$ cat src/picut_pkg.sv
`timescale 1ns / 1ps

package picut_pkg;

    // Field widths used by the payload structs.
    localparam int TIME_WIDTH         = 32;
    localparam int COUNT_WIDTH        = 16;
    localparam int PROGRESS_FRAC_BITS = 16;

    // Default accumulator width handed to the top level.
    localparam int ACC_WIDTH_DEFAULT = 48;

    // Period length after reset.
    localparam logic [TIME_WIDTH-1:0] INTERVAL_RESET = TIME_WIDTH'(1000);

    // Command codes.
    localparam logic [2:0] OP_UPDATE  = 3'd0;
    localparam logic [2:0] OP_START   = 3'd1;
    localparam logic [2:0] OP_RESTART = 3'd2;
    localparam logic [2:0] OP_PAUSE   = 3'd3;
    localparam logic [2:0] OP_RESUME  = 3'd4;
    localparam logic [2:0] OP_RESET   = 3'd5;

    // One command transaction.
    typedef struct packed {
        logic [2:0]             op;
        logic [TIME_WIDTH-1:0]  delta_ticks;
        logic [COUNT_WIDTH-1:0] max_catch_up;
    } picut_cmd_t;

    // One result transaction.
    typedef struct packed {
        logic                        accepted;
        logic [COUNT_WIDTH-1:0]      occurrences;
        logic [TIME_WIDTH-1:0]       ticks_until_next;
        logic [PROGRESS_FRAC_BITS:0] progress;
        logic                        started_flag;
        logic                        running_flag;
    } picut_res_t;

    // Commands from the controller to the datapath.
    typedef struct packed {
        logic load_item;
        logic exec;
        logic div_step;
        logic fix;
        logic prog_load;
        logic out_load;
    } picut_dp_cmd_t;

    // Status from the datapath to the controller.
    typedef struct packed {
        logic need_div;
        logic prog_div;
    } picut_dp_sts_t;

endpackage

$ cat src/periodic_interval_catch_up_timer.sv
`timescale 1ns / 1ps

// Periodic interval timer with catch-up in integer ticks. One command transaction gives
// exactly one result transaction. An update of a running timer with a nonzero limit divides
// for the occurrence count, and the progress fraction is divided only when the timer is
// started and the progress is not full. Both use one shared restoring divider that retires
// one quotient bit per cycle; limit times period is built by a serial multiplier during the
// same division steps. One command is worked on at a time, and the next is accepted while a
// finished result still waits in the output register.
// Interval writes of zero are ignored; a write while not started also sets the active period.
module periodic_interval_catch_up_timer #(
    parameter int ACC_WIDTH = picut_pkg::ACC_WIDTH_DEFAULT
) (
    input  logic                                 clk,
    input  logic                                 rst_n,
    input  logic                                 cmd_valid,
    output logic                                 cmd_ready,
    input  picut_pkg::picut_cmd_t                cmd,
    output logic                                 res_valid,
    input  logic                                 res_ready,
    output picut_pkg::picut_res_t                res,
    input  logic                                 cfg_we,
    input  logic [picut_pkg::TIME_WIDTH-1:0]     cfg_wdata
);

    picut_pkg::picut_dp_cmd_t ctl;
    picut_pkg::picut_dp_sts_t sts;

    // Command sequencer.
    picut_ctrl #(
        .ACC_WIDTH (ACC_WIDTH)
    ) u_ctrl (
        .clk       (clk),
        .rst_n     (rst_n),
        .cmd_valid (cmd_valid),
        .cmd_ready (cmd_ready),
        .res_valid (res_valid),
        .res_ready (res_ready),
        .sts       (sts),
        .ctl       (ctl)
    );

    // Timer state, divider and result register.
    picut_dp #(
        .ACC_WIDTH (ACC_WIDTH)
    ) u_dp (
        .clk       (clk),
        .rst_n     (rst_n),
        .cmd       (cmd),
        .cfg_we    (cfg_we),
        .cfg_wdata (cfg_wdata),
        .ctl       (ctl),
        .sts       (sts),
        .res       (res)
    );

`ifndef ASSERT_OFF
    // A command is worked on alone: no second transaction right after one is taken.
    a_one_at_a_time: assert property (@(posedge clk) disable iff (!rst_n)
        (cmd_valid && cmd_ready) |=> !cmd_ready)
        else $error("command accepted while the previous one is still in progress");

    // Occurrences only come from an accepted update of a running timer.
    a_occ_running: assert property (@(posedge clk) disable iff (!rst_n)
        (res_valid && (res.occurrences != '0)) |-> (res.accepted && res.running_flag))
        else $error("occurrences reported without an accepted running update");

    // A stopped timer reports no progress and is not running.
    a_not_started: assert property (@(posedge clk) disable iff (!rst_n)
        (res_valid && !res.started_flag) |-> ((res.progress == '0) && !res.running_flag))
        else $error("timer not started but reports progress or running");

    // Progress never passes one.
    a_progress_max: assert property (@(posedge clk) disable iff (!rst_n)
        res_valid |-> (res.progress <= {1'b1, {picut_pkg::PROGRESS_FRAC_BITS{1'b0}}}))
        else $error("progress above one");
`endif

endmodule

$ cat src/picut_dp.sv
`timescale 1ns / 1ps

module picut_dp #(
    parameter int ACC_WIDTH = picut_pkg::ACC_WIDTH_DEFAULT
) (
    input  logic                     clk,
    input  logic                     rst_n,
    input  picut_pkg::picut_cmd_t    cmd,
    input  logic                     cfg_we,
    input  logic [picut_pkg::TIME_WIDTH-1:0] cfg_wdata,
    input  picut_pkg::picut_dp_cmd_t ctl,
    output picut_pkg::picut_dp_sts_t sts,
    output picut_pkg::picut_res_t    res
);

    localparam int TW = picut_pkg::TIME_WIDTH;
    localparam int CW = picut_pkg::COUNT_WIDTH;
    localparam int FB = picut_pkg::PROGRESS_FRAC_BITS;

    // Timer state.
    logic [TW-1:0]        interval_reg, interval_next;
    logic [TW-1:0]        active_reg, active_next;
    logic [ACC_WIDTH-1:0] acc_reg, acc_next;
    logic                 started_reg, started_next;
    logic                 running_reg, running_next;

    // Captured command and working registers.
    logic [2:0]           op_reg;
    logic [TW-1:0]        delta_reg;
    logic [CW-1:0]        limit_reg;
    logic                 ok_reg;
    logic [CW-1:0]        occ_reg;
    logic [ACC_WIDTH-1:0] sum_reg;
    logic [TW-1:0]        rem_reg;
    logic [ACC_WIDTH-1:0] quot_reg;
    logic [ACC_WIDTH-1:0] prod_reg;
    logic [ACC_WIDTH-1:0] mcand_reg;
    logic [CW-1:0]        lim_sh_reg;
    picut_pkg::picut_res_t res_reg;

    logic                 ok_exec;
    logic                 latch_exec;
    logic [ACC_WIDTH:0]   sum_wide;
    logic [ACC_WIDTH-1:0] sum_sat;
    logic [TW:0]          shifted;
    logic [TW:0]          d_ext;
    logic                 ge;
    logic [TW-1:0]        rem_step;
    logic [ACC_WIDTH-1:0] active_acc;
    logic                 cap;
    logic [CW-1:0]        occ_fix;
    logic [ACC_WIDTH-1:0] acc_fix;
    logic                 below;
    logic [TW-1:0]        ticks_left;
    logic [FB:0]          progress;

    // Saturating sum of the accumulator and the elapsed ticks.
    assign sum_wide = {1'b0, acc_reg} + (ACC_WIDTH + 1)'(delta_reg);
    assign sum_sat  = sum_wide[ACC_WIDTH] ? {ACC_WIDTH{1'b1}} : sum_wide[ACC_WIDTH-1:0];

    // One restoring division step, shared by the update and the progress fraction.
    assign shifted  = {rem_reg, quot_reg[ACC_WIDTH-1]};
    assign d_ext    = {1'b0, active_reg};
    assign ge       = shifted >= d_ext;
    assign rem_step = ge ? TW'(shifted - d_ext) : shifted[TW-1:0];

    // Catch-up limit: keep the whole remainder or take off limit times the period.
    assign active_acc = ACC_WIDTH'(active_reg);
    assign cap        = quot_reg >= ACC_WIDTH'(limit_reg);
    assign occ_fix    = cap ? limit_reg : quot_reg[CW-1:0];
    assign acc_fix    = cap ? (sum_reg - prod_reg) : ACC_WIDTH'(rem_reg);

    // Result fields derived from the state after the command.
    assign below = acc_reg < active_acc;
    always_comb
    begin
        if (!started_reg)
        begin
            ticks_left = interval_reg;
            progress   = '0;
        end
        else if (below)
        begin
            ticks_left = TW'(active_acc - acc_reg);
            progress   = {1'b0, quot_reg[FB-1:0]};
        end
        else
        begin
            ticks_left = '0;
            progress   = {1'b1, {FB{1'b0}}};
        end
    end

    assign sts.need_div = (op_reg == picut_pkg::OP_UPDATE) && (limit_reg != '0) && running_reg;
    assign sts.prog_div = started_reg && below;

    // Command decode and next timer state.
    always_comb
    begin
        interval_next = interval_reg;
        active_next   = active_reg;
        acc_next      = acc_reg;
        started_next  = started_reg;
        running_next  = running_reg;
        ok_exec       = 1'b0;
        latch_exec    = 1'b0;

        if (cfg_we && (cfg_wdata != '0))
        begin
            interval_next = cfg_wdata;
            if (!started_reg)
            begin
                active_next = cfg_wdata;
            end
        end

        if (ctl.exec)
        begin
            unique case (op_reg)
                picut_pkg::OP_UPDATE:
                begin
                    ok_exec = limit_reg != '0;
                end
                picut_pkg::OP_START:
                begin
                    if (!started_reg)
                    begin
                        ok_exec      = 1'b1;
                        latch_exec   = 1'b1;
                        started_next = 1'b1;
                        running_next = 1'b1;
                    end
                end
                picut_pkg::OP_RESTART:
                begin
                    ok_exec      = 1'b1;
                    latch_exec   = 1'b1;
                    started_next = 1'b1;
                    running_next = 1'b1;
                end
                picut_pkg::OP_PAUSE:
                begin
                    if (running_reg)
                    begin
                        ok_exec      = 1'b1;
                        running_next = 1'b0;
                    end
                end
                picut_pkg::OP_RESUME:
                begin
                    if (started_reg && !running_reg)
                    begin
                        ok_exec      = 1'b1;
                        running_next = 1'b1;
                    end
                end
                picut_pkg::OP_RESET:
                begin
                    ok_exec      = 1'b1;
                    latch_exec   = 1'b1;
                    started_next = 1'b0;
                    running_next = 1'b0;
                end
                default:
                begin
                    ok_exec = 1'b0;
                end
            endcase
            if (latch_exec)
            begin
                active_next = interval_reg;
                acc_next    = '0;
            end
        end

        if (ctl.fix)
        begin
            acc_next = acc_fix;
        end
    end

    // Timer state registers.
    always_ff @(posedge clk or negedge rst_n)
    begin
        if (!rst_n)
        begin
            interval_reg <= picut_pkg::INTERVAL_RESET;
            active_reg   <= picut_pkg::INTERVAL_RESET;
            acc_reg      <= '0;
            started_reg  <= 1'b0;
            running_reg  <= 1'b0;
        end
        else
        begin
            interval_reg <= interval_next;
            active_reg   <= active_next;
            acc_reg      <= acc_next;
            started_reg  <= started_next;
            running_reg  <= running_next;
        end
    end

    // Working registers: command capture, divider, serial multiplier and result.
    always_ff @(posedge clk)
    begin
        if (ctl.load_item)
        begin
            op_reg    <= cmd.op;
            delta_reg <= cmd.delta_ticks;
            limit_reg <= cmd.max_catch_up;
        end

        if (ctl.exec)
        begin
            ok_reg     <= ok_exec;
            occ_reg    <= '0;
            sum_reg    <= sum_sat;
            quot_reg   <= sum_sat;
            rem_reg    <= '0;
            prod_reg   <= '0;
            mcand_reg  <= active_acc;
            lim_sh_reg <= limit_reg;
        end
        else if (ctl.div_step)
        begin
            rem_reg    <= rem_step;
            quot_reg   <= {quot_reg[ACC_WIDTH-2:0], ge};
            prod_reg   <= prod_reg + (lim_sh_reg[0] ? mcand_reg : '0);
            mcand_reg  <= {mcand_reg[ACC_WIDTH-2:0], 1'b0};
            lim_sh_reg <= {1'b0, lim_sh_reg[CW-1:1]};
        end
        else if (ctl.prog_load)
        begin
            rem_reg  <= acc_reg[TW-1:0];
            quot_reg <= '0;
        end

        if (ctl.fix)
        begin
            occ_reg <= occ_fix;
        end

        if (ctl.out_load)
        begin
            res_reg.accepted         <= ok_reg;
            res_reg.occurrences      <= occ_reg;
            res_reg.ticks_until_next <= ticks_left;
            res_reg.progress         <= progress;
            res_reg.started_flag     <= started_reg;
            res_reg.running_flag     <= running_reg;
        end
    end

    assign res = res_reg;

endmodule

$ cat src/picut_ctrl.sv
`timescale 1ns / 1ps

module picut_ctrl #(
    parameter int ACC_WIDTH = picut_pkg::ACC_WIDTH_DEFAULT
) (
    input  logic                     clk,
    input  logic                     rst_n,
    input  logic                     cmd_valid,
    output logic                     cmd_ready,
    output logic                     res_valid,
    input  logic                     res_ready,
    input  picut_pkg::picut_dp_sts_t sts,
    output picut_pkg::picut_dp_cmd_t ctl
);

    localparam int CNT_W = $clog2(ACC_WIDTH);

    localparam logic [2:0] S_IDLE  = 3'd0;
    localparam logic [2:0] S_EXEC  = 3'd1;
    localparam logic [2:0] S_DIV   = 3'd2;
    localparam logic [2:0] S_FIX   = 3'd3;
    localparam logic [2:0] S_PLOAD = 3'd4;
    localparam logic [2:0] S_PROG  = 3'd5;
    localparam logic [2:0] S_DONE  = 3'd6;

    logic [2:0]       state_reg, state_next;
    logic [CNT_W-1:0] cnt_reg, cnt_next;
    logic             valid_reg, valid_next;
    logic             slot_free;

    assign slot_free = !valid_reg || res_ready;

    // Sequencer for one command: execute, divide, apply the limit, then the fraction.
    always_comb
    begin
        state_next = state_reg;
        cnt_next   = cnt_reg;
        ctl        = '0;

        unique case (state_reg)
            S_IDLE:
            begin
                if (cmd_valid)
                begin
                    ctl.load_item = 1'b1;
                    state_next    = S_EXEC;
                end
            end
            S_EXEC:
            begin
                ctl.exec = 1'b1;
                if (sts.need_div)
                begin
                    cnt_next   = CNT_W'(ACC_WIDTH - 1);
                    state_next = S_DIV;
                end
                else
                begin
                    state_next = S_PLOAD;
                end
            end
            S_DIV:
            begin
                ctl.div_step = 1'b1;
                cnt_next     = cnt_reg - 1'b1;
                if (cnt_reg == '0)
                begin
                    state_next = S_FIX;
                end
            end
            S_FIX:
            begin
                ctl.fix    = 1'b1;
                state_next = S_PLOAD;
            end
            S_PLOAD:
            begin
                ctl.prog_load = 1'b1;
                if (sts.prog_div)
                begin
                    cnt_next   = CNT_W'(picut_pkg::PROGRESS_FRAC_BITS - 1);
                    state_next = S_PROG;
                end
                else
                begin
                    state_next = S_DONE;
                end
            end
            S_PROG:
            begin
                ctl.div_step = 1'b1;
                cnt_next     = cnt_reg - 1'b1;
                if (cnt_reg == '0)
                begin
                    state_next = S_DONE;
                end
            end
            S_DONE:
            begin
                if (slot_free)
                begin
                    ctl.out_load = 1'b1;
                    state_next   = S_IDLE;
                end
            end
            default:
            begin
                state_next = S_IDLE;
            end
        endcase
    end

    // Output register valid flag.
    always_comb
    begin
        valid_next = valid_reg;
        if (ctl.out_load)
        begin
            valid_next = 1'b1;
        end
        else if (res_ready)
        begin
            valid_next = 1'b0;
        end
    end

    always_ff @(posedge clk or negedge rst_n)
    begin
        if (!rst_n)
        begin
            state_reg <= S_IDLE;
            cnt_reg   <= '0;
            valid_reg <= 1'b0;
        end
        else
        begin
            state_reg <= state_next;
            cnt_reg   <= cnt_next;
            valid_reg <= valid_next;
        end
    end

    assign cmd_ready = state_reg == S_IDLE;
    assign res_valid = valid_reg;

endmodule
$ cat config.mk
export PLATFORM = sky130hd
export DESIGN_NAME = periodic_interval_catch_up_timer
export DESIGN_NICKNAME = d
export VERILOG_FILES = /design/src/picut_pkg.sv /design/src/periodic_interval_catch_up_timer.sv /design/src/picut_dp.sv /design/src/picut_ctrl.sv
export SDC_FILE = /design/constraint.sdc
export NUM_CORES = 1
export LEC_CHECK = 0
export BUFFER_PORTS_ARGS = -buffer_cell sky130_fd_sc_hd__clkbuf_2
export CORE_MARGIN = 2
export CORE_UTILIZATION = 63
export DETAILED_ROUTE_END_ITERATION = 10
export PLACE_DENSITY = 0.82
export SETUP_SLACK_MARGIN = 0.2
export SLEW_MARGIN = 40
export SYNTH_ARGS = -nofsm -noshare
export SYNTH_HDL_FRONTEND = slang
export SYNTH_SLANG_ARGS = --single-unit
$ cat constraint.sdc
create_clock -name clk -period 7.62 [get_ports clk]
set_input_delay 0.762 -clock clk [delete_from_list [all_inputs] [get_ports clk]]
set_output_delay 0.762 -clock clk [all_outputs]
set_load 0.02 [all_outputs]
# Yosys cells after proc, flatten, opt, wreduce, memory -nomap -nowiden
# Cells that the tools add are included.
# W data, S select, Z words.
[classes]
addsub = 6
order_cmp = 3
eq_ne = 19
muxes = 56
reduce_logical = 32
[ops]
columns = ["cell", "count"]
rows = [
  ["$mux W48", 9],
  ["$mux W32", 11],
  ["$mux W16", 5],
  ["$sub A32 B32 Y32", 2],
  ["$add A48 B32 Y49", 1],
  ["$add A48 B48 Y48", 1],
  ["$ge A48 B16 Y1", 1],
  ["$lt A48 B32 Y1", 1],
  ["$sub A48 B48 Y48", 1],
  ["$ge A33 B32 Y1", 1],
  ["$reduce_bool A32 Y1", 1],
  ["$pmux W3 S7", 1],
  ["$pmux W6 S3", 1],
  ["$mux W17", 1],
  ["$mux W1", 16],
  ["$reduce_bool A16 Y1", 1],
  ["$eq A3 B3 Y1 const B", 5],
  ["$mux W3", 5],
  ["$eq A3 B2 Y1 const B", 4],
  ["$mux W6", 2],
  ["$reduce_bool A2 Y1", 6],
  ["$ne A2 B1 Y1 const B", 4],
  ["$ne A2 B2 Y1 const B", 4],
  ["$reduce_and A4 Y1", 2],
  ["16 further kinds", 30],
]
[word_totals]
regBits = 500
in_bits = 88
output_inout_bits = 70
elab_cells = 143

# Longest topological paths before layout
# Gate-level depths: netlist (run 1).
[logic_depth]
depth_word = 7
ltp_mapped = 15
depth_no_buf = 14

# Modules after synthesis
# From an unflattened synthesis (run 1), not the netlist that was laid out.
[unflattened]
hier_cells = 3256
hier_area_um2 = 32269.7
[by_module_without_submodules]
columns = ["mod", "instances", "cells_per_inst", "area_per_inst_um2", "seq_area_each_um2"]
rows = [
  ["picut_dp", 1, 3182, 31631.6, 13197.7],
  ["picut_ctrl", 1, 74, 638.1, 250.2],
]

# Least setup slack after synthesis (run 1)
# Ideal clock, no wire load.
[synth_path]
path_type = "input-to-reg"
from = "input res_ready"
to = "register u_dp.res_reg (netlist bit u_dp.res[0]) (enable)"
setup_ps = 592
t_arrival_ps = 5872
required_ps = 7028
setup_slack_ps = 1156
stages = 2
path_buffers = 0
path_cell_list = "nand2b_1 > nor3b_1"
[synth_rtl]
columns = ["element", "line", "text"]
rows = [
  ["start: declaration", "periodic_interval_catch_up_timer.sv:20", "input logic res_ready,"],
  ["end: declaration", "picut_dp.sv:39", "picut_pkg::picut_res_t res_reg;"],
]

# Final worst setup path (run 1)
[layout_path]
from = "register u_dp.lim_sh_reg[0]"
to = "register u_dp.prod_reg[40]"
[layout_via]
elab_chain_cells = 2
[layout_lines]
columns = ["element", "line", "text"]
rows = [
  ["start: declaration", "picut_dp.sv:38", "logic [CW-1:0] lim_sh_reg;"],
  ["start signal: assignment", "picut_dp.sv:222", "lim_sh_reg <= limit_reg;"],
  ["start signal: assignment", "picut_dp.sv:230", "lim_sh_reg <= {1'b0, lim_sh_reg[CW-1:1]};"],
  ["$mux W48", "picut_dp.sv:228", "prod_reg <= prod_reg + (lim_sh_reg[0] ? mcand_reg : '0);"],
  ["$add A48 B48 Y48", "picut_dp.sv:228", ""],
  ["end signal: assignment", "picut_dp.sv:228", ""],
  ["end: declaration", "picut_dp.sv:36", "logic [ACC_WIDTH-1:0] prod_reg;"],
]
# No other way between the ends.
# A chain may end at the register's enable or synchronous reset.

==> results of run 1 <==
## routing by layer
layer,wire (um),GRT usage (%),up-vias,share of wire (%)
met1,40300,50.5,13100,42
met4,3460,12.2,0,3.7
li1,-,-,12900,-
met5,0,0,-,0
met2,41100,52.5,1461,43
met3,9960,6.59,196,11
## synthesized netlist by cell type (13+ instances only)
cell type,count,area share [%]
edfxtp_1,280,26
o21bai_1,32,0.74
o21a_1,18,0.42
a211oi_1,29,0.67
dfxtp_1,96,5.9
xnor2_1,103,2.8
buf_1,16,0.18
nand2b_1,26,0.50
buf_2,13,0.20
a31oi_1,29,0.56
and2_1,60,1.2
and3_1,38,0.73
nand3_1,65,1.0
nand2_4,20,0.69
xor2_1,64,1.7
a22o_1,59,1.6
o211ai_1,27,0.62
mux2_2,35,1.2
mux2i_1,73,2.2
ha_1,239,9.2
o22ai_1,14,0.27
o21ai_1,14,0.22
nand4_1,39,0.75
a21oi_1,300,4.6
nor3_1,49,0.76
nor4_1,32,0.62
nand2_1,375,4.3
a22oi_1,15,0.35
clkbuf_1,129,1.5
o21ai_0,310,4.8
a21o_1,104,2.4
dfrtp_1,112,8.6
nor2_1,207,2.4
nor2b_1,27,0.52
o31a_1,22,0.59
o31ai_1,20,0.46
inv_1,203,2.3
## layout make-up
cell class                      count  area [um^2]
Multi-Input combinational cell   2623        17700
Fill cell                        3875        15400
Sequential cell                   500        13400
Clock buffer                       65         1440
Timing Repair Buffer              186         1070
Tap cell                          680          851
Inverter                          204          773
Clock inverter                     37          470
## cell families (layout without fill, tap and decap cells)
kind of cell	count (synthesis)	after routing	synth area share (%)
fa+ha+maj	244	244	9.52
flops	500	500	41.4
simple gates	990	990	14.6
compound gates	1114	1114	22.0
xor+xnor	167	167	4.50
buf+inv	368	492	4.47
mux	108	108	3.46
## critical path, stage by stage (launching register included)
cell and delay (ns):
edfxtp_1 0.36, buf_4 0.27, and2_1 0.20, ha_1 0.23
fa_1 0.45, a211oi_1 0.24, nor2_1 0.11, o31ai_1 0.60
a21oi_1 0.19, o21ai_1 0.45, o31ai_1 0.24, a311oi_1 0.43
o21ai_1 0.13, xnor2_1 0.17, o22ai_1 0.10
## how the worst max path moves through the flow
stage | slack (ns) | cells past startpoint | to
2_1_floorplan | 1.16 | 2 | u_dp.res[0]
3_3_place_gp | 3.11 | 7 | u_dp.mcand_reg[7]
3_5_place_dp | 3.37 | 13 | u_dp.quot_reg[4]
4_1_cts | 3.36 | 14 | u_dp.prod_reg[40]
5_1_grt | 2.98 | 14 | u_dp.prod_reg[40]
6_report | 3.30 | 14 | u_dp.prod_reg[40]
## report_power, final
group | leakage [nW] | internal [W] | switching, W | total [W]
clock network | 0.927 | 0.00164 | 0.00120 | 0.00284
logic | 9.26 | 0.00344 | 0.00596 | 0.00940
registers | 4.93 | 0.00412 | 0.000935 | 0.00506
total | 15.1 | 0.00920 | 0.00809 | 0.0173
## per-stage QoR
stage               instance area (um^2)  utilization, %
finish                             35700            69.9
global route                       35700            69.9
CTS                                35700            69.8
detailed placement                 33800            66.1
global placement                   33700            65.9
floorplan                          32500               -
==> run metrics, run 1 <==
root buf cell=clkbuf_16; Clock Path Buffers=3; largest net degree at the start of global routing=a little over 80; clk slew on worst S/H paths=about 0.06 ns; Setup Fix Bufs, Post-CTS=0; final RePlAce weighted congestion=0.996; reg2reg path depth=14; synthesis-stage register bit count=500; WL per Instance=22.1 um; H-tree depth=2; CTS Buf Count=between 50 and 60; hold violation count in the final report=0; Die Ht=around 230 um; die area=53400 um^2; IO Count=about 160; Mean Syn Cell Area=a little over 9 um^2; Worst-Margin Slew=approximately 0.89 ns; Final ANT Viol Nets=0; status=completed; most used flip-flop cell after synthesis=edfxtp_1; Clock Latency Late Sink=around 0.64 ns; Largest register FFs=68; Min Hold Slack=0.0985 ns; Port Buffer Count=~160; clock skew=between 0.02 and 0.03 ns; EDFF count, synth=between 200 and 300; # clock sinks=500; vias in the first global route=25600; final slew viol count=0; antenna violations before repair=0; Final setup viols=0; power per cell area=484 nW/um^2; Rows=83; worst r2r src=u_dp.lim_sh_reg[0]; ys async rst share=between 20% and 30%; routed wire length=roughly 95000 um; Nets=roughly 3900; Post-DP HPWL=69000 um; Setup crit start=u_dp.lim_sh_reg[0]; worst slack at placement=between 3 and 4 ns; Synth warnings=0; crit end category=flip-flop; Post-Layout Cell Count=between 4000 and 5000; DRC viols=0; RSZ-0062 raised after global routing=false; total grt overflow=0; worst setup path class=reg -> reg; crit path DAT=slightly below 5 ns; setup slack, reg-to-reg=between 3 and 4 ns; FF-to-FF End=u_dp.prod_reg[40]; Pre-Repair DR Iteration Count=5; final setup margin=3.30 ns; Peak VDD IR=~0.31 mV; CTS tree=built; leakage=~15 nW; hold crit path type=in -> async; Final min period=between 4 and 5 ns; Seq/Total Area, Yosys=between 40% and 50%; ANT cells=0; via count=approximately 28000; Synth Cell Area=32500 um^2; total power=roughly 0.017 W; max-cap violation count=0; fmax=231 MHz; commonest non-fill, non-tap cells in the layout=nand2_1, o21ai_0, a21oi_1, edfxtp_1, ha_1; Data required, critical path=8.11 ns; post-synth net total=3823; Worst Path Max Fanout=48; CORE AREA=51100 um^2; most common cell after layout, fill and taps aside=nand2_1; Die W=231 um; gr usage total=34.8%; layout cells sized above 1=a little under an eighth; Mapped Cells=about 3500; Slew headroom=between 30% and 40%; setup_tns=0 ns; fin crit share=a little under three fifths; placed insts=between 4000 and 5000; post-cts resize count=0; DR iter-0 viols=3221; hold buffers post-CTS=0; initial core utilization=a little under two thirds; Via density=around 6.5; global-route wire length before repair=approximately 150000 um; synth unique cells=98; synthesis-to-finish area growth=9.96%; Worst Setup Start Kind=flip-flop
Note: power is estimated with default switching activity, not from simulation.
==> run 2: changes to the inputs <==
Settings changed: CORE_UTILIZATION 63 to 57, PLACE_DENSITY 0.82 to 0.78.
Clock period 7.62 ns to 3.55 ns, I/O delays scaled along.
==> run 2 against run 1 <==
Net effect:
- worst hold slack lost 0.083 ns
- clock skew rose by 0.010 ns
- combinational power increased to 2.5 times the previous value
- utilization shrank 0.88 points
- critical endpoint is now u_dp.quot_reg[10]
- cell count is 8.0% higher
- clock-buffer cell count rose by 10
- cell area up 9.0%
- clock power increased by 110%
- non-clock buffer count grew 263
- setup slack got worse by 3.2 ns
- die area increased by 10%
==> run metrics, run 2 (same netlist as run 1, synthesis figures left out) <==
RSZ-0062 raised after global routing=true; fillers=between 4000 and 5000; worst setup path class=reg -> reg; layout cells sized above 1=around a fifth; Clock Path Buffers=3; CTS Buf Count=between 50 and 60; Slowest-stage cell, CP=dfrtp_1; total power=just over 0.04 W; status=completed; Post-Layout Inst Area=between 30000 and 40000 um^2; routed wire length=between 100000 and 150000 um; via count=slightly below 30000; crit end category=flip-flop; hold violation count in the final report=0; WL per Instance=22.9 um; Via density=between 6 and 7; hold crit path type=in -> reg; commonest non-fill, non-tap cells in the layout=nand2_1, o21ai_0, a21oi_1, edfxtp_1, ha_1; power per cell area=~1000 nW/um^2; DR iter-0 viols=3025; antenna violations before repair=10; Sw Pwr=0.0188 W; internal power=0.0216 W; crit-path cells=ha_2 -> fa_2 -> a211oi_2 -> o21bai_1 -> a211oi_2 -> buf_4 -> nor4_4 -> o21a_1 -> o21a_4 -> a31o_4 -> nand3_4 -> buf_12 -> buf_12 -> nand2_4 -> a22o_1; Rows=87; Clk pwr share=between 10% and 20%; Port Buffer Count=roughly 160; H-tree depth=2; synthesis-to-finish area growth=19.8%; fmax=between 200 and 300 MHz; placed insts=about 4400; worst path bufs/invs=3; Pre-Repair DR Iteration Count=6; Seq pwr share=roughly 27%; leakage=between 15 and 20 nW; Final setup viols=0; Peak VDD IR=about 0.6 mV; final slew viol count=0; most common cell after layout, fill and taps aside=nand2_1; Final ANT Viol Nets=0; final RePlAce weighted congestion=roughly 1.0; total grt overflow=0; gr usage total=between 30 and 40%; Worst Path Max Fanout=8; CTS tree=built; Min Hold Slack=0.0155 ns; die area=approximately 59000 um^2; Post-DP HPWL=between 70000 and 80000 um; switching portion of total power=46.6%; global-route wire length before repair=159000 um; DRC viols=0; Data required, critical path=3.91 ns; CP peak stage delay=0.39 ns; CORE AREA=56400 um^2; clock skew=between 0.03 and 0.04 ns; Die Ht=roughly 240 um; Final min period=between 3 and 4 ns; Clock Latency Late Sink=roughly 0.64 ns; Die W=roughly 240 um; # clock sinks=500; DP Area=35100 um^2; Top Family by Delay on Critical Path=compound AO/OA/AOI/OAI gates; Slew headroom=between 40% and 50%; fin crit share=just under 100%; IO Count=158; Nets=about 4200; Worst Setup Start Kind=flip-flop; clk slew on worst S/H paths=~0.060 ns; Comb pwr share=58.2%; root buf cell=clkbuf_16; vias in the first global route=27600; Worst-Margin Slew=~0.85 ns; Largest register FFs=68; largest net degree at the start of global routing=around 110; initial core utilization=57.6%; crit path DAT=~3.8 ns; max-cap violation count=0; Post-Layout Cell Count=between 4000 and 5000
## run 2: cell count changes in the layout (fill, tap and decap cells not counted), sizes merged
cell	change
diode	+3
clkinvlp	-3
clkinv	-5
clkbuf	+12
dlygate4sd3	+59
buf	+202
## run 2: what timing repair did
item | in CTS | in global routing
setup buffers | 26 | 35
pin swaps | 30 | 73
cloned | 0 | 2
hold buffers | 59 | 0
endpoints found under the hold margin | 87 | 0
gates resized for setup | 39 | 131
setup endpoints to repair | 85 | 113
## run 2: cell type report
| class | count | area, um^2 | area share (%) |
|---|---|---|---|
| Antenna cell | 3 | 7.51 | 0.0193 |
| Tap cell | 756 | 946 | 2.43 |
| Clock inverter | 29 | 372 | 0.955 |
| Timing Repair Buffer | 449 | 3440 | 8.84 |
| Clock buffer | 75 | 1500 | 3.86 |
| Inverter | 204 | 768 | 1.97 |
| Sequential cell | 500 | 13500 | 34.6 |
| Multi-Input combinational cell | 2623 | 18400 | 47.3 |
## run 2: metrics by stage
step | TNS (ns) | util (%) | setup WS (ns)
3_3_place_gp | 0 | 62.2 | 0.0106
4_1_cts | 0 | 67.3 | 0.203
6_report | 0 | 69.0 | 0.132
2_1_floorplan | 0 | - | 0.259
3_5_place_dp | -0.397 | 62.2 | -0.0765
5_1_grt | 0 | 69.0 | 0.0649
## run 2: worst reg2reg max path, stage by stage, from the launching register on
cell and delay (ns):
dfrtp_1 0.39, ha_2 0.19, fa_2 0.36, a211oi_2 0.23, o21bai_1 0.13, a211oi_2 0.23
buf_4 0.17, nor4_4 0.05, o21a_1 0.22, o21a_4 0.23, a31o_4 0.24, nand3_4 0.13
buf_12 0.17, buf_12 0.13, nand2_4 0.05, a22o_1 0.23
## run 2: routing by layer
| layer | share of wire (%) | vias up | global-route usage [%] | routed length (um) |
|---|---|---|---|---|
| met1 | 40 | 13900 | 46.6 | 42100 |
| li1 | - | 13400 | - | - |
| met2 | 43 | 1659 | 52.6 | 45900 |
| met5 | 0.089 | - | 0 | 94 |
| met3 | 11 | 318 | 8.71 | 12200 |
| met4 | 5.5 | 14 | 16.0 | 5800 |
## run 2: final timing paths
path,startpoint,endpoint,slack (ns),cells past startpoint
hold reg to reg,u_dp.occ_reg[7],u_dp.res[58],0.42,0
min in group asynchronous,rst_n,u_dp.interval_reg[2],0.30,2
setup / recovery,u_dp.acc_reg[0],u_dp.quot_reg[10],0.13,15
setup reg to reg,u_dp.acc_reg[0],u_dp.quot_reg[10],0.13,15
max in group asynchronous,rst_n,u_dp.acc_reg[15],2.25,3
hold / removal,cfg_wdata[11],u_dp.interval_reg[11],0.02,2
## run 2: power by group through the flow
stage,clock [W],combinational [W],sequential [W]
3_3_place_gp,0,0.0209,0.0107
4_1_cts,0.00603,0.0218,0.0106
2_1_floorplan,0,0.0147,0.0101
6_report,0.00606,0.0235,0.0108
5_1_grt,0.00629,0.0253,0.0109
3_5_place_dp,0,0.0212,0.0107
